### src/design/dfnr_pkg.sv
package dfnr_pkg;

  localparam int CHANNELS = 8;

  localparam logic [7:0] WIN_ALL_ONES  = 8'hFF;
  localparam logic [7:0] WIN_ALL_ZEROS = 8'h00;
  localparam logic [7:0] REPEAT_RESET  = 8'h01;

  localparam logic [1:0] REG_SKIP_ODD = 2'd0;
  localparam logic [1:0] REG_REPEAT   = 2'd1;
  localparam logic [1:0] REG_BASE     = 2'd2;

  typedef struct packed {
    logic [7:0] pin_levels;
    logic       tx_busy;
    logic       bus_active;
  } tick_t;

  typedef struct packed {
    logic [7:0] feedback_address;
    logic [4:0] nibble_word;
    logic       last;
  } nibble_t;

  // One command describes every word that a tick produces.
  typedef struct packed {
    logic          connect;
    logic          skip;
    logic [6:0]    base;
    logic [1:0]    group;
    logic [CHANNELS-1:0] pending;
  } cmd_t;

  typedef struct packed {
    logic full;
    logic has_cmd;
  } qstat_t;

  function automatic logic [4:0] nibble_data(input cmd_t c, input logic [1:0] k);
    logic a;
    logic b;
    logic [4:0] w;
    a = c.pending[{k, 1'b0}];
    b = c.pending[{k, 1'b1}];
    if (c.skip) begin
      if (c.connect) begin
        w = {k[0], 2'b00, a, b};
      end else begin
        w = {k[0], a, b, a, b};
      end
    end else begin
      w = {k[0], c.pending[{k[0], 2'd2}], c.pending[{k[0], 2'd3}],
           c.pending[{k[0], 2'd0}], c.pending[{k[0], 2'd1}]};
    end
    return w;
  endfunction

  function automatic logic [7:0] nibble_addr(input cmd_t c, input logic [1:0] k);
    logic [7:0] a;
    a = {1'b0, c.base};
    if (c.skip) begin
      a = a + {7'd0, k[1]};
    end
    return a;
  endfunction

endpackage

### src/design/dfnr_front.sv
module dfnr_front (
  input  logic                clk,
  input  logic                rst,
  input  logic                wr_en,
  input  logic [1:0]          wr_index,
  input  logic [7:0]          wr_data,
  input  logic                push,
  input  dfnr_pkg::tick_t     tick,
  input  dfnr_pkg::qstat_t    qstat,
  output logic                cmd_push,
  output dfnr_pkg::cmd_t      cmd,
  output logic                connected
);

  logic       skip_odd_mode;
  logic [7:0] repeat_count;
  logic [6:0] base_address;

  logic [7:0] win [dfnr_pkg::CHANNELS];
  logic [dfnr_pkg::CHANNELS-1:0] reported;
  logic [dfnr_pkg::CHANNELS-1:0] pending;
  logic [7:0] resend [dfnr_pkg::CHANNELS];

  logic [7:0] win_next [dfnr_pkg::CHANNELS];
  logic [7:0] res_s [dfnr_pkg::CHANNELS];
  logic [7:0] resend_next [dfnr_pkg::CHANNELS];
  logic [dfnr_pkg::CHANNELS-1:0] stab_s;
  logic [dfnr_pkg::CHANNELS-1:0] pend_s;
  logic [dfnr_pkg::CHANNELS-1:0] changed_s;
  logic [dfnr_pkg::CHANNELS-1:0] reported_next;
  logic [dfnr_pkg::CHANNELS-1:0] save_mask;
  logic [dfnr_pkg::CHANNELS-1:0] norm_mask;
  logic [1:0] hit4;
  logic [3:0] hit2;
  logic [1:0] norm_group;
  logic       norm_found;
  logic       emit_conn;
  logic       emit;
  logic       accept;
  logic       active;

  always_comb begin
    for (int i = 0; i < dfnr_pkg::CHANNELS; i++) begin
      win_next[i] = {win[i][6:0], tick.pin_levels[i]};
      stab_s[i] = (win_next[i] == dfnr_pkg::WIN_ALL_ONES) ||
                  (win_next[i] == dfnr_pkg::WIN_ALL_ZEROS);
      pend_s[i] = pending[i];
      res_s[i] = resend[i];
      if ((win_next[i] == dfnr_pkg::WIN_ALL_ZEROS && reported[i]) ||
          (win_next[i] == dfnr_pkg::WIN_ALL_ONES && !reported[i])) begin
        pend_s[i] = (win_next[i] == dfnr_pkg::WIN_ALL_ONES);
        res_s[i] = repeat_count;
      end
      changed_s[i] = (res_s[i] != 8'd0);
    end
  end

  always_comb begin
    for (int k = 0; k < 2; k++) begin
      hit4[k] = (&stab_s[4*k +: 4]) && (|changed_s[4*k +: 4]);
    end
    for (int k = 0; k < 4; k++) begin
      hit2[k] = (&stab_s[2*k +: 2]) && (|changed_s[2*k +: 2]);
    end
  end

  // Lower groups win when several have something to send.
  always_comb begin
    norm_found = 1'b1;
    norm_group = 2'd0;
    norm_mask  = '0;
    if (skip_odd_mode) begin
      priority if (hit2[0]) begin
        norm_group = 2'd0;
        norm_mask  = 8'h03;
      end else if (hit2[1]) begin
        norm_group = 2'd1;
        norm_mask  = 8'h0C;
      end else if (hit2[2]) begin
        norm_group = 2'd2;
        norm_mask  = 8'h30;
      end else if (hit2[3]) begin
        norm_group = 2'd3;
        norm_mask  = 8'hC0;
      end else begin
        norm_found = 1'b0;
      end
    end else begin
      priority if (hit4[0]) begin
        norm_group = 2'd0;
        norm_mask  = 8'h0F;
      end else if (hit4[1]) begin
        norm_group = 2'd1;
        norm_mask  = 8'hF0;
      end else begin
        norm_found = 1'b0;
      end
    end
  end

  assign active    = (base_address != 7'd0);
  assign accept    = push && !qstat.full;
  assign emit_conn = !connected && tick.bus_active && (&stab_s);
  assign emit      = active && (connected ? (!tick.tx_busy && norm_found) : emit_conn);
  assign save_mask = emit ? (connected ? norm_mask : '1) : '0;
  assign cmd_push  = accept && emit;

  always_comb begin
    for (int i = 0; i < dfnr_pkg::CHANNELS; i++) begin
      reported_next[i] = save_mask[i] ? pend_s[i] : reported[i];
      resend_next[i]   = (save_mask[i] && res_s[i] != 8'd0) ? res_s[i] - 8'd1 : res_s[i];
    end
  end

  always_comb begin
    cmd.connect = !connected;
    cmd.skip    = skip_odd_mode;
    cmd.base    = base_address;
    cmd.group   = norm_group;
    cmd.pending = pend_s;
  end

  always_ff @(posedge clk) begin
    if (rst) begin
      skip_odd_mode <= 1'b0;
      repeat_count  <= dfnr_pkg::REPEAT_RESET;
      base_address  <= 7'd0;
    end else if (wr_en) begin
      if (wr_index == dfnr_pkg::REG_SKIP_ODD) begin
        skip_odd_mode <= wr_data[0];
      end
      if (wr_index == dfnr_pkg::REG_REPEAT) begin
        repeat_count <= wr_data;
      end
      if (wr_index == dfnr_pkg::REG_BASE) begin
        base_address <= wr_data[6:0];
      end
    end
  end

  always_ff @(posedge clk) begin
    if (rst) begin
      connected <= 1'b0;
      reported  <= '0;
      pending   <= '0;
      for (int i = 0; i < dfnr_pkg::CHANNELS; i++) begin
        win[i]    <= 8'd0;
        resend[i] <= 8'd0;
      end
    end else if (accept && active) begin
      if (emit && !connected) begin
        connected <= 1'b1;
      end
      reported <= reported_next;
      pending  <= pend_s;
      for (int i = 0; i < dfnr_pkg::CHANNELS; i++) begin
        win[i]    <= win_next[i];
        resend[i] <= resend_next[i];
      end
    end
  end

endmodule

### src/design/dfnr_cmd_queue.sv
module dfnr_cmd_queue (
  input  logic              clk,
  input  logic              rst,
  input  logic              wr,
  input  dfnr_pkg::cmd_t    wr_cmd,
  input  logic              rd,
  output dfnr_pkg::cmd_t    head,
  output dfnr_pkg::qstat_t  qstat
);

  dfnr_pkg::cmd_t slots [2];
  logic       wp;
  logic       rp;
  logic [1:0] count;

  assign head          = slots[rp];
  assign qstat.full    = (count == 2'd2);
  assign qstat.has_cmd = (count != 2'd0);

  always_ff @(posedge clk) begin
    if (wr) begin
      slots[wp] <= wr_cmd;
    end
  end

  always_ff @(posedge clk) begin
    if (rst) begin
      wp    <= 1'b0;
      rp    <= 1'b0;
      count <= 2'd0;
    end else begin
      if (wr) begin
        wp <= ~wp;
      end
      if (rd) begin
        rp <= ~rp;
      end
      unique case ({wr, rd})
        2'b10:   count <= count + 2'd1;
        2'b01:   count <= count - 2'd1;
        default: count <= count;
      endcase
    end
  end

endmodule

### src/design/dfnr_back.sv
module dfnr_back (
  input  logic              clk,
  input  logic              rst,
  input  dfnr_pkg::cmd_t    head,
  input  dfnr_pkg::qstat_t  qstat,
  output logic              q_pop,
  input  logic              pop,
  output logic              empty,
  output dfnr_pkg::nibble_t nibble
);

  logic [1:0] idx;
  logic [1:0] k;
  logic       out_valid;
  logic       load;
  logic       last_word;

  // A connect run walks through all groups; a normal send is one word.
  assign k         = head.connect ? idx : head.group;
  assign last_word = !head.connect || (idx == (head.skip ? 2'd3 : 2'd1));
  assign load      = qstat.has_cmd && (!out_valid || pop);
  assign q_pop     = load && last_word;
  assign empty     = !out_valid;

  always_ff @(posedge clk) begin
    if (load) begin
      nibble.feedback_address <= dfnr_pkg::nibble_addr(head, k);
      nibble.nibble_word      <= dfnr_pkg::nibble_data(head, k);
      nibble.last             <= last_word;
    end
  end

  always_ff @(posedge clk) begin
    if (rst) begin
      out_valid <= 1'b0;
      idx       <= 2'd0;
    end else begin
      if (load) begin
        out_valid <= 1'b1;
        idx       <= last_word ? 2'd0 : idx + 2'd1;
      end else if (pop) begin
        out_valid <= 1'b0;
      end
    end
  end

endmodule

### src/design/debounced_feedback_nibble_reporter_unit.sv
// A tick's command is written into the command queue; its first word is then registered at the result ports.
// Throughput: a tick is taken every cycle while the two-entry command queue has room.
// The word sequencer hands out one word per cycle while pop takes them; a connect run has two
// or four words, other sends one, so the sustained tick rate is set by the sequencer.
// Reset clears all channel state, the connect flag and the queues; repeat_count resets to one,
// skip_odd_mode and base_address to zero.
module debounced_feedback_nibble_reporter_unit (
  input  logic              clk,
  input  logic              rst,
  input  logic              wr_en,
  input  logic [1:0]        wr_index,
  input  logic [7:0]        wr_data,
  input  logic              push,
  output logic              full,
  input  dfnr_pkg::tick_t   tick,
  output logic              empty,
  input  logic              pop,
  output dfnr_pkg::nibble_t nibble
);

  dfnr_pkg::cmd_t   cmd;
  dfnr_pkg::cmd_t   head;
  dfnr_pkg::qstat_t qstat;
  logic             cmd_push;
  logic             q_pop;
  logic             connected;

  assign full = qstat.full;

  dfnr_front u_front (
    .clk       (clk),
    .rst       (rst),
    .wr_en     (wr_en),
    .wr_index  (wr_index),
    .wr_data   (wr_data),
    .push      (push),
    .tick      (tick),
    .qstat     (qstat),
    .cmd_push  (cmd_push),
    .cmd       (cmd),
    .connected (connected)
  );

  dfnr_cmd_queue u_queue (
    .clk    (clk),
    .rst    (rst),
    .wr     (cmd_push),
    .wr_cmd (cmd),
    .rd     (q_pop),
    .head   (head),
    .qstat  (qstat)
  );

  dfnr_back u_back (
    .clk    (clk),
    .rst    (rst),
    .head   (head),
    .qstat  (qstat),
    .q_pop  (q_pop),
    .pop    (pop),
    .empty  (empty),
    .nibble (nibble)
  );

`ifndef NO_ASSERTIONS
  a_no_overflow: assert property (@(posedge clk) disable iff (rst)
    cmd_push |-> !qstat.full)
    else $error("command written into a full queue");

  a_pop_on_last: assert property (@(posedge clk) disable iff (rst)
    q_pop |=> !empty && nibble.last)
    else $error("command retired without its final word");

  a_run_pending: assert property (@(posedge clk) disable iff (rst)
    (!empty && !nibble.last) |-> qstat.has_cmd)
    else $error("unfinished run lost its command");

  a_stay_connected: assert property (@(posedge clk) disable iff (rst)
    connected |=> connected)
    else $error("link dropped out of connected state");
`endif

endmodule

### config.mk
export PLATFORM = sky130hd
export DESIGN_NAME = debounced_feedback_nibble_reporter_unit
export DESIGN_NICKNAME = d
export VERILOG_FILES = /design/src/design/dfnr_pkg.sv /design/src/design/dfnr_front.sv /design/src/design/dfnr_cmd_queue.sv /design/src/design/dfnr_back.sv /design/src/design/debounced_feedback_nibble_reporter_unit.sv
export SDC_FILE = /design/constraint.sdc
export NUM_CORES = 1
export LEC_CHECK = 0
export ABC_AREA = 1
export BUFFER_PORTS_ARGS = -buffer_cell sky130_fd_sc_hd__buf_2
export CAP_MARGIN = 15
export CORE_UTILIZATION = 50
export DETAILED_ROUTE_END_ITERATION = 8
export PLACE_DENSITY = 0.75
export SYNTH_ARGS = -nofsm -noshare
export SYNTH_HDL_FRONTEND = slang
export SYNTH_SLANG_ARGS = --single-unit
### constraint.sdc
create_clock -name clk -period 13 [get_ports clk]
set_input_delay 2.6 -clock clk [delete_from_list [all_inputs] [get_ports clk]]
set_output_delay 2.6 -clock clk [all_outputs]
set_load 0.03 [all_outputs]
# Word-level counts from Yosys, hierarchy flattened
# Memories as Yosys holds them, arrays and structs flattened. A register that Yosys moved wholly into a read port is not among the register bits.
# Cells that the tools add are included.
[classes] magnitude_cmp=6 bitwise=18 reduce_logical=117 mux=94 n_eq_ne=14 addsub=12
[ops] cell="$mux 8" count=41
[ops] cell="$eq 8x8->1 const B" count=8
[ops] cell="$logic_not 8->1" count=8
[ops] cell="$reduce_bool 8->1" count=8
[ops] cell="$sub 8x1->8 const B" count=8
[ops] cell="$logic_and 1x1->1" count=40
[ops] cell="$mux 1" count=38
[ops] cell="$reduce_and 2->1" count=16
[ops] cell="$lt 3x4->1 const B" count=6
[ops] cell="$logic_or 1x1->1" count=18
[ops] cell="$mux 2" count=9
[ops] cell="$or 1x1->1" count=16
[ops] cell="$logic_not 1->1" count=13
[ops] cell="$add 7x1->8" count=1
[ops] cell="$mux 4" count=2
[ops] cell="$reduce_and 4->1" count=2
[ops] cell="$reduce_and 8->1" count=1
[ops] cell="$reduce_or 2->1" count=4
[ops] cell="$reduce_or 4->1" count=2
[ops] cell="$mux 7" count=1
[ops] cell="$reduce_bool 7->1" count=1
[ops] cell="$eq 2x2->1 const B" count=3
[ops] cell="$reduce_bool 2->1" count=3
[ops] cell="$add 2x1->2 const B" count=2
[ops] cell="other kinds (7)" count=10
[totals] mem_count=3 mem_bits_rw=166 input_bits=25 output_inout_bits=16 elab_cells=286 reg_bits=54
[memory_table] name="u_front.resend" words=8 word_bits=8 read_ports=8 rd_clocked_by_memory_dff=0 wr=8 line="dfnr_front.sv:22" source="logic [7:0] resend [dfnr_pkg::CHANNELS];"
[memory_table] name="u_front.win" words=8 word_bits=8 read_ports=8 rd_clocked_by_memory_dff=0 wr=8 line="dfnr_front.sv:19" source="logic [7:0] win [dfnr_pkg::CHANNELS];"
[memory_table] name="u_queue.slots" words=2 word_bits=19 read_ports=1 rd_clocked_by_memory_dff=1 wr=1 line="dfnr_cmd_queue.sv:11" source="dfnr_pkg::cmd_t slots [2];"

# Logic depth before layout (Yosys ltp)
# An unclocked memory read counts as a cell.
[depth] depth_word=20 ltp_mapped=28 depth_no_buf=26

# Hierarchy
# A second synthesis with hierarchy kept.
[hier_totals] cells_unflattened=1558 area_unflattened_um2=12778.5
[modules_own_cells] module="dfnr_front" n_inst=1 seq_area_each_um2=4264.1 area_each_um2=10133.5 cells_per_inst=1359
[modules_own_cells] module="dfnr_cmd_queue" n_inst=1 seq_area_each_um2=1241.2 area_each_um2=1649.1 cells_per_inst=92
[modules_own_cells] module="dfnr_back" n_inst=1 seq_area_each_um2=480.5 area_each_um2=996.0 cells_per_inst=107

# Worst setup path after synthesis
# OpenSTA, ideal clock, no wires.
[synth_path] path_type="input port to flip-flop" start="in push" end="mem u_front.resend[0][0] (enable)" t_required_ns=12.513 path_stages=4 arrival_ns=5.744 path_buffers=0 setup_time_ns=0.487 slack_ns=6.769 path_cell_list="o21ai_0 > nor2_1 > inv_1 > nand2_1"
[synth_rtl] element="start, declared" line="debounced_feedback_nibble_reporter_unit.sv:13" source="input logic push,"
[synth_rtl] element="end, declared" line="dfnr_front.sv:22"

# Final worst setup path
[layout_path] start="in tick[4] (netlist name)" end="reg u_queue.count[1]"
[layout_via] elab_chain_len=16 elab_cells_between_ends=28 cone_classes="3 x eq/ne; 7 x mux; 18 x reduce/logical"
[layout_lines] element="start, declared" line="debounced_feedback_nibble_reporter_unit.sv:15" source="input dfnr_pkg::tick_t tick,"
[layout_lines] element="$eq 8x8->1 or $logic_not 8->1 (tied branches)"
[layout_lines] element="$logic_and 1x1->1 (on tied branches)" line="dfnr_front.sv:50, dfnr_front.sv:49"
[layout_lines] element="$logic_or 1x1->1" line="dfnr_front.sv:49" source="if ((win_next[i] == dfnr_pkg::WIN_ALL_ZEROS && reported[i]) ||"
[layout_lines] element="$mux 8" line="dfnr_front.sv:49"
[layout_lines] element="$reduce_bool 8->1" line="dfnr_front.sv:54" source="changed_s[i] = (res_s[i] != 8'd0);"
[layout_lines] element="$reduce_or 2->1" line="dfnr_front.sv:63" source="hit2[k] = (&stab_s[2*k +: 2]) && (|changed_s[2*k +: 2]);"
[layout_lines] element="$logic_and 1x1->1" line="dfnr_front.sv:63"
[layout_lines] element="$mux 1" line="dfnr_front.sv:76" source="end else if (hit2[1]) begin"
[layout_lines] element="$mux 1" line="dfnr_front.sv:73" source="priority if (hit2[0]) begin"
[layout_lines] element="$mux 1" line="dfnr_front.sv:72" source="if (skip_odd_mode) begin"
[layout_lines] element="$logic_and 1x1->1" line="dfnr_front.sv:104" source="assign emit = active && (connected ? (!tick.tx_busy && norm_found) : emit_conn);"
[layout_lines] element="$mux 1 *" line="dfnr_front.sv:104"
[layout_lines] element="$logic_and 1x1->1 *" line="dfnr_front.sv:104"
[layout_lines] element="$logic_and 1x1->1 *" line="dfnr_front.sv:106" source="assign cmd_push = accept && emit;"
[layout_lines] element="$eq 2x1->1 or $eq 2x2->1 (tied branches)" line="dfnr_cmd_queue.sv:38" source="unique case ({wr, rd})"
[layout_lines] element="$pmux 2 s2 or $reduce_bool 2->1 (tied branches)"
[layout_lines] element="end signal, assigned" line="dfnr_cmd_queue.sv:39" source="2'b10: count <= count + 2'd1;"
[layout_lines] element="end signal, assigned" line="dfnr_cmd_queue.sv:40" source="2'b01: count <= count - 2'd1;"
[layout_lines] element="end signal, assigned" line="dfnr_cmd_queue.sv:41" source="default: count <= count;"
[layout_lines] element="end, declared" line="dfnr_cmd_queue.sv:14" source="logic [1:0] count;"
# Mark *: on every way between the ends. The rest lies on a longest branch, timed or not.
# A chain may end at the register's enable or synchronous reset.

==> metrics.txt <==
# TYPE chip_impl_metric gauge
chip_impl_info{name="status",value="complete, no violations"} 1
chip_impl_metric{name="path_max_fanout",unit=""} 31
chip_impl_metric{name="place.detailed.hpwl",unit="um"} 19100
chip_impl_metric{name="fin_worst_hold_slack",unit="ns"} 0.457
chip_impl_metric{name="tightestPinTransition",unit="ns"} 1.13
chip_impl_info{name="cts_tree",value="built"} 1
chip_impl_info{name="final_common_cell",value="sky130_fd_sc_hd__nand2_1"} 1
chip_impl_metric{name="vias",unit=""} 10000
chip_impl_metric{name="largest_net_degree_at_the_start_of_global_routing",unit=""} 85
chip_impl_metric{name="drt_wl_total",unit="um"} 27900
chip_impl_metric{name="die_width",unit="um"} 159
chip_impl_metric{name="grt_antenna_before_repair",unit=""} 0
chip_impl_metric{name="post_route_cells_drive_above_1_share",unit="%"} 11.7
chip_impl_metric{name="via_per_inst",unit=""} 5.20
chip_impl_metric{name="report.final.setup_viol",unit=""} 0
chip_impl_metric{name="period_needed",unit="ns"} 5.57
chip_impl_metric{name="arrival",unit="ns"} 5.99
chip_impl_metric{name="worstSkewPairLatency",unit="ns"} 0.53
chip_impl_metric{name="cts.clk_slew.worst_paths",unit="ns"} 0.06
chip_impl_metric{name="groute.usage.overall",unit="%"} 22.3
chip_impl_metric{name="synth_enable_flop_cells",unit=""} 172
chip_impl_metric{name="totalNegativeSetupSlack",unit="ns"} 0
chip_impl_metric{name="grt.met3_usage",unit="%"} 4.22
chip_impl_info{name="postSynth.topFlopCell",value="sky130_fd_sc_hd__edfxtp_1"} 1
chip_impl_metric{name="netlist-cell-type-count",unit=""} 47
chip_impl_metric{name="cts_hold_buf",unit=""} 0
chip_impl_metric{name="drc_markers",unit=""} 0
chip_impl_metric{name="r2r_setup_slack",unit="ns"} 9.17
chip_impl_metric{name="worstRegToRegCells",unit=""} 24
chip_impl_info{name="timing.critical_path.to_type",value="flip-flop"} 1
chip_impl_metric{name="route.antenna.remaining_nets",unit=""} 0
chip_impl_metric{name="wl_per_cell",unit="um"} 14.4
chip_impl_info{name="critPathCapture",value="u_queue.count[1]"} 1
chip_impl_metric{name="violation_count_after_the_first_detailed_route_iteration",unit=""} 843
chip_impl_metric{name="syn_inst",unit=""} 1553
chip_impl_metric{name="slew_headroom",unit="%"} 25.0
chip_impl_metric{name="global_placement_routability_congestion",unit=""} 0.917
chip_impl_info{name="clockRootBuffer",value="sky130_fd_sc_hd__clkbuf_16"} 1
chip_impl_metric{name="cts_max_path_buffers",unit=""} 3
chip_impl_metric{name="first_global_vias",unit=""} 9439
chip_impl_metric{name="grt_use_met2",unit="%"} 37.2
chip_impl_metric{name="timing.final.max_slew_violations",unit=""} 0
chip_impl_metric{name="cts_post_setup_buffers_inserted",unit=""} 0
chip_impl_metric{name="fin_skew",unit="ns"} 0.0188
chip_impl_metric{name="worst-endpoint-required",unit="ns"} 13.42
chip_impl_info{name="setup_repair_after_global_routing_missed_its_margin",value="no"} 1
chip_impl_info{name="top_usage_layer",value="met2"} 1
chip_impl_metric{name="vertical_extent_of_the_die",unit="um"} 159
chip_impl_metric{name="number_of_levels_in_the_clock_h_tree",unit=""} 1
chip_impl_info{name="timing.critical_path.from",value="tick[4]"} 1
chip_impl_info{name="worst-setup-path-type",value="in2reg"} 1
chip_impl_metric{name="core_region_area",unit="sq mm"} 0.0243
chip_impl_metric{name="io-pin-count",unit=""} 41
chip_impl_metric{name="final_core_utilization",unit="%"} 56.0
chip_impl_metric{name="netlist_area",unit="sq mm"} 0.0124
chip_impl_metric{name="cts_repair_resize_count",unit=""} 0
chip_impl_info{name="r2r_start",value="u_front.win[0][19]"} 1
chip_impl_metric{name="synth_area_per_cell",unit="sq um"} 7.96
chip_impl_metric{name="finalCritPeriodShare",unit="%"} 42.8
chip_impl_metric{name="cts_sinks",unit=""} 213
chip_impl_metric{name="place.port_buffers",unit=""} 40
chip_impl_metric{name="finalHoldViolations",unit=""} 0
chip_impl_metric{name="row_count",unit=""} 57
chip_impl_metric{name="leakagePower",unit="uW"} 0.00599
chip_impl_metric{name="syn_nets",unit=""} 1593
chip_impl_metric{name="die_area",unit="sq mm"} 0.0254
chip_impl_metric{name="relative_area_change_from_synthesis_to_final_layout",unit="%"} 10.0
chip_impl_metric{name="ff_latch_count_synth",unit=""} 213
chip_impl_info{name="crit_path_start_kind",value="input pin"} 1
chip_impl_metric{name="antenna_cells_inserted",unit=""} 0
chip_impl_metric{name="timing.fmax",unit="MHz"} 180
chip_impl_metric{name="synth_sequential_area_ratio",unit="%"} 48.4
chip_impl_info{name="r2r-end",value="u_queue.count[1]"} 1
chip_impl_metric{name="yosysWarningCount",unit=""} 0
chip_impl_metric{name="cts_inserted_buffers",unit=""} 24
chip_impl_metric{name="fin_total_pwr",unit="uW"} 1700
chip_impl_metric{name="maxCapViolCount",unit=""} 0
chip_impl_metric{name="grt-ovfl-total",unit=""} 0
chip_impl_metric{name="fillerInstances",unit=""} 2180
chip_impl_metric{name="grt_pass1_wl",unit="um"} 46000
chip_impl_info{name="layout_common_cells",value="404 x sky130_fd_sc_hd__nand2_1, 295 x sky130_fd_sc_hd__nor2_1, 189 x sky130_fd_sc_hd__inv_1"} 1
chip_impl_metric{name="dr.pass1.iters",unit=""} 5
chip_impl_metric{name="power_density",unit="mW/mm^2"} 125
chip_impl_metric{name="initial_utilization",unit="%"} 50.9
chip_impl_metric{name="synth_async_sr_flop_share",unit="%"} 0
chip_impl_info{name="worst_hold_path_type",value="reg2reg"} 1
chip_impl_metric{name="layout.nets",unit=""} 1629
chip_impl_metric{name="worst_ir_drop_vdd",unit="uV"} 106
chip_impl_metric{name="gr-usage-met1",unit="%"} 29.0
flip-flops by register name, summed over array words and instances, names as in the netlist, named ones only:
name,cells
u_front.resend,64
u_front.win,56
u_queue.slots,38
u_back.nibble,14
u_front.pending,8
u_front.repeat_count,8
u_front.reported,8
u_front.base_address,7
u_back.idx,2
u_queue.count,2
u_back.out_valid,1
u_front.connected,1
u_front.skip_odd_mode,1
u_queue.rp,1
u_queue.wp,1
final cells by class:
type                            count  area [sq um]  area share (%)
Clock buffer                       37           669            4.92
Clock inverter                      6           119           0.874
Inverter                          193           724            5.32
Multi-Input combinational cell   1109          5440            40.0
Sequential cell                   213          5990            44.0
Tap cell                          324           405            2.98
Timing Repair Buffer               48           260            1.91
worst min path at each step:
stage | start | endpoint | cells past startpoint
3_5_place_dp | u_queue.rp | u_queue.rp | 1
4_1_cts | u_queue.rp | u_queue.rp | 1
5_1_grt | u_queue.rp | flip-flop | 1
6_report | u_queue.rp | u_queue.rp | 1
3_3_place_gp | u_queue.rp | u_queue.rp | 1
2_1_floorplan | u_queue.rp | flip-flop | 1
report_power, final:
group | total [uW] | switching (uW) | internal (uW) | leakage (uW)
Combinational | 209 | 141 | 67.6 | 0.00352
Clock | 685 | 271 | 414 | 0.000376
Sequential | 807 | 23.0 | 784 | 0.00209
routing by layer:
layer / wire length (um) / vias up
li1: - / 5074
met5: 0 / -
met4: 980 / 0
met3: 1920 / 66
met2: 12900 / 309
met1: 12000 / 4595
cells in the mapped netlist (4+ instances only):
master | instances | area share (%)
sky130_fd_sc_hd__nand3_4 | 4 | 0.57
sky130_fd_sc_hd__dfxtp_1 | 41 | 6.6
sky130_fd_sc_hd__ha_1 | 15 | 1.5
sky130_fd_sc_hd__o211ai_1 | 4 | 0.24
sky130_fd_sc_hd__o21ai_1 | 20 | 0.81
sky130_fd_sc_hd__nand4_1 | 20 | 1.0
sky130_fd_sc_hd__nand4_2 | 10 | 1.0
sky130_fd_sc_hd__or2_2 | 8 | 0.40
sky130_fd_sc_hd__inv_1 | 189 | 5.7
sky130_fd_sc_hd__nor4_1 | 5 | 0.25
sky130_fd_sc_hd__buf_2 | 4 | 0.16
sky130_fd_sc_hd__xor2_1 | 25 | 1.8
sky130_fd_sc_hd__nand2_4 | 6 | 0.55
sky130_fd_sc_hd__buf_6 | 9 | 0.82
sky130_fd_sc_hd__edfxtp_1 | 172 | 42
sky130_fd_sc_hd__o21ai_0 | 74 | 3.0
sky130_fd_sc_hd__nor3_1 | 12 | 0.49
sky130_fd_sc_hd__nand3_1 | 63 | 2.5
sky130_fd_sc_hd__nor2_1 | 296 | 9.0
sky130_fd_sc_hd__and3_1 | 4 | 0.20
sky130_fd_sc_hd__buf_1 | 4 | 0.12
sky130_fd_sc_hd__nand2_1 | 405 | 12
sky130_fd_sc_hd__a21oi_1 | 18 | 0.73
sky130_fd_sc_hd__nand2_2 | 40 | 2.0
sky130_fd_sc_hd__nor2_2 | 18 | 0.91
sky130_fd_sc_hd__nand3_2 | 9 | 0.73
sky130_fd_sc_hd__xnor2_1 | 12 | 0.85
sky130_fd_sc_hd__nand3b_1 | 16 | 0.97
sky130_fd_sc_hd__nor3b_1 | 4 | 0.24
sky130_fd_sc_hd__clkbuf_1 | 17 | 0.52
kinds of logic after synthesis:
kind of cell	share of synthesized area, %
xor gates and xnor gates	2.62
and+or+nand+nor	33.8
muxes	0.243
adders and majority gates	1.52
DFF	48.4
AOI/OAI and AO/OA	5.62
buffers and inverters	7.78
per-stage QoR:
stage                     std cells  worst slack [ns]  area [sq um]
after CTS                      1930              7.44         13600
after floorplan                1553              6.77         12400
after detailed placement       1887              6.89         12800
after global placement         1887              6.99         12800
after global routing           1930              6.97         13600
final                          1930              7.43         13600
worst max-delay path: stages:
cell and delay (ns):
sky130_fd_sc_hd__buf_2 0.11, sky130_fd_sc_hd__nor2_1 0.10, sky130_fd_sc_hd__nand2_1 0.09, sky130_fd_sc_hd__nor2_1 0.10
sky130_fd_sc_hd__nand2_1 0.12, sky130_fd_sc_hd__nand2_2 0.17, sky130_fd_sc_hd__nor2_1 0.07, sky130_fd_sc_hd__a21oi_1 0.16
sky130_fd_sc_hd__inv_1 0.09, sky130_fd_sc_hd__ha_1 0.23, sky130_fd_sc_hd__nand3_1 0.10, sky130_fd_sc_hd__nor2_2 0.06
sky130_fd_sc_hd__nand3_2 0.12, sky130_fd_sc_hd__nor2_4 0.06, sky130_fd_sc_hd__nor2_2 0.17, sky130_fd_sc_hd__nor2_2 0.08
sky130_fd_sc_hd__nand2_1 0.07, sky130_fd_sc_hd__nand3_2 0.09, sky130_fd_sc_hd__nand2_4 0.34, sky130_fd_sc_hd__nand3_2 0.23
sky130_fd_sc_hd__ha_1 0.39, sky130_fd_sc_hd__a21oi_1 0.11, sky130_fd_sc_hd__o21ai_0 0.12, sky130_fd_sc_hd__o21ai_0 0.16
sky130_fd_sc_hd__a21oi_1 0.05
(Power assumes the default switching activity.)
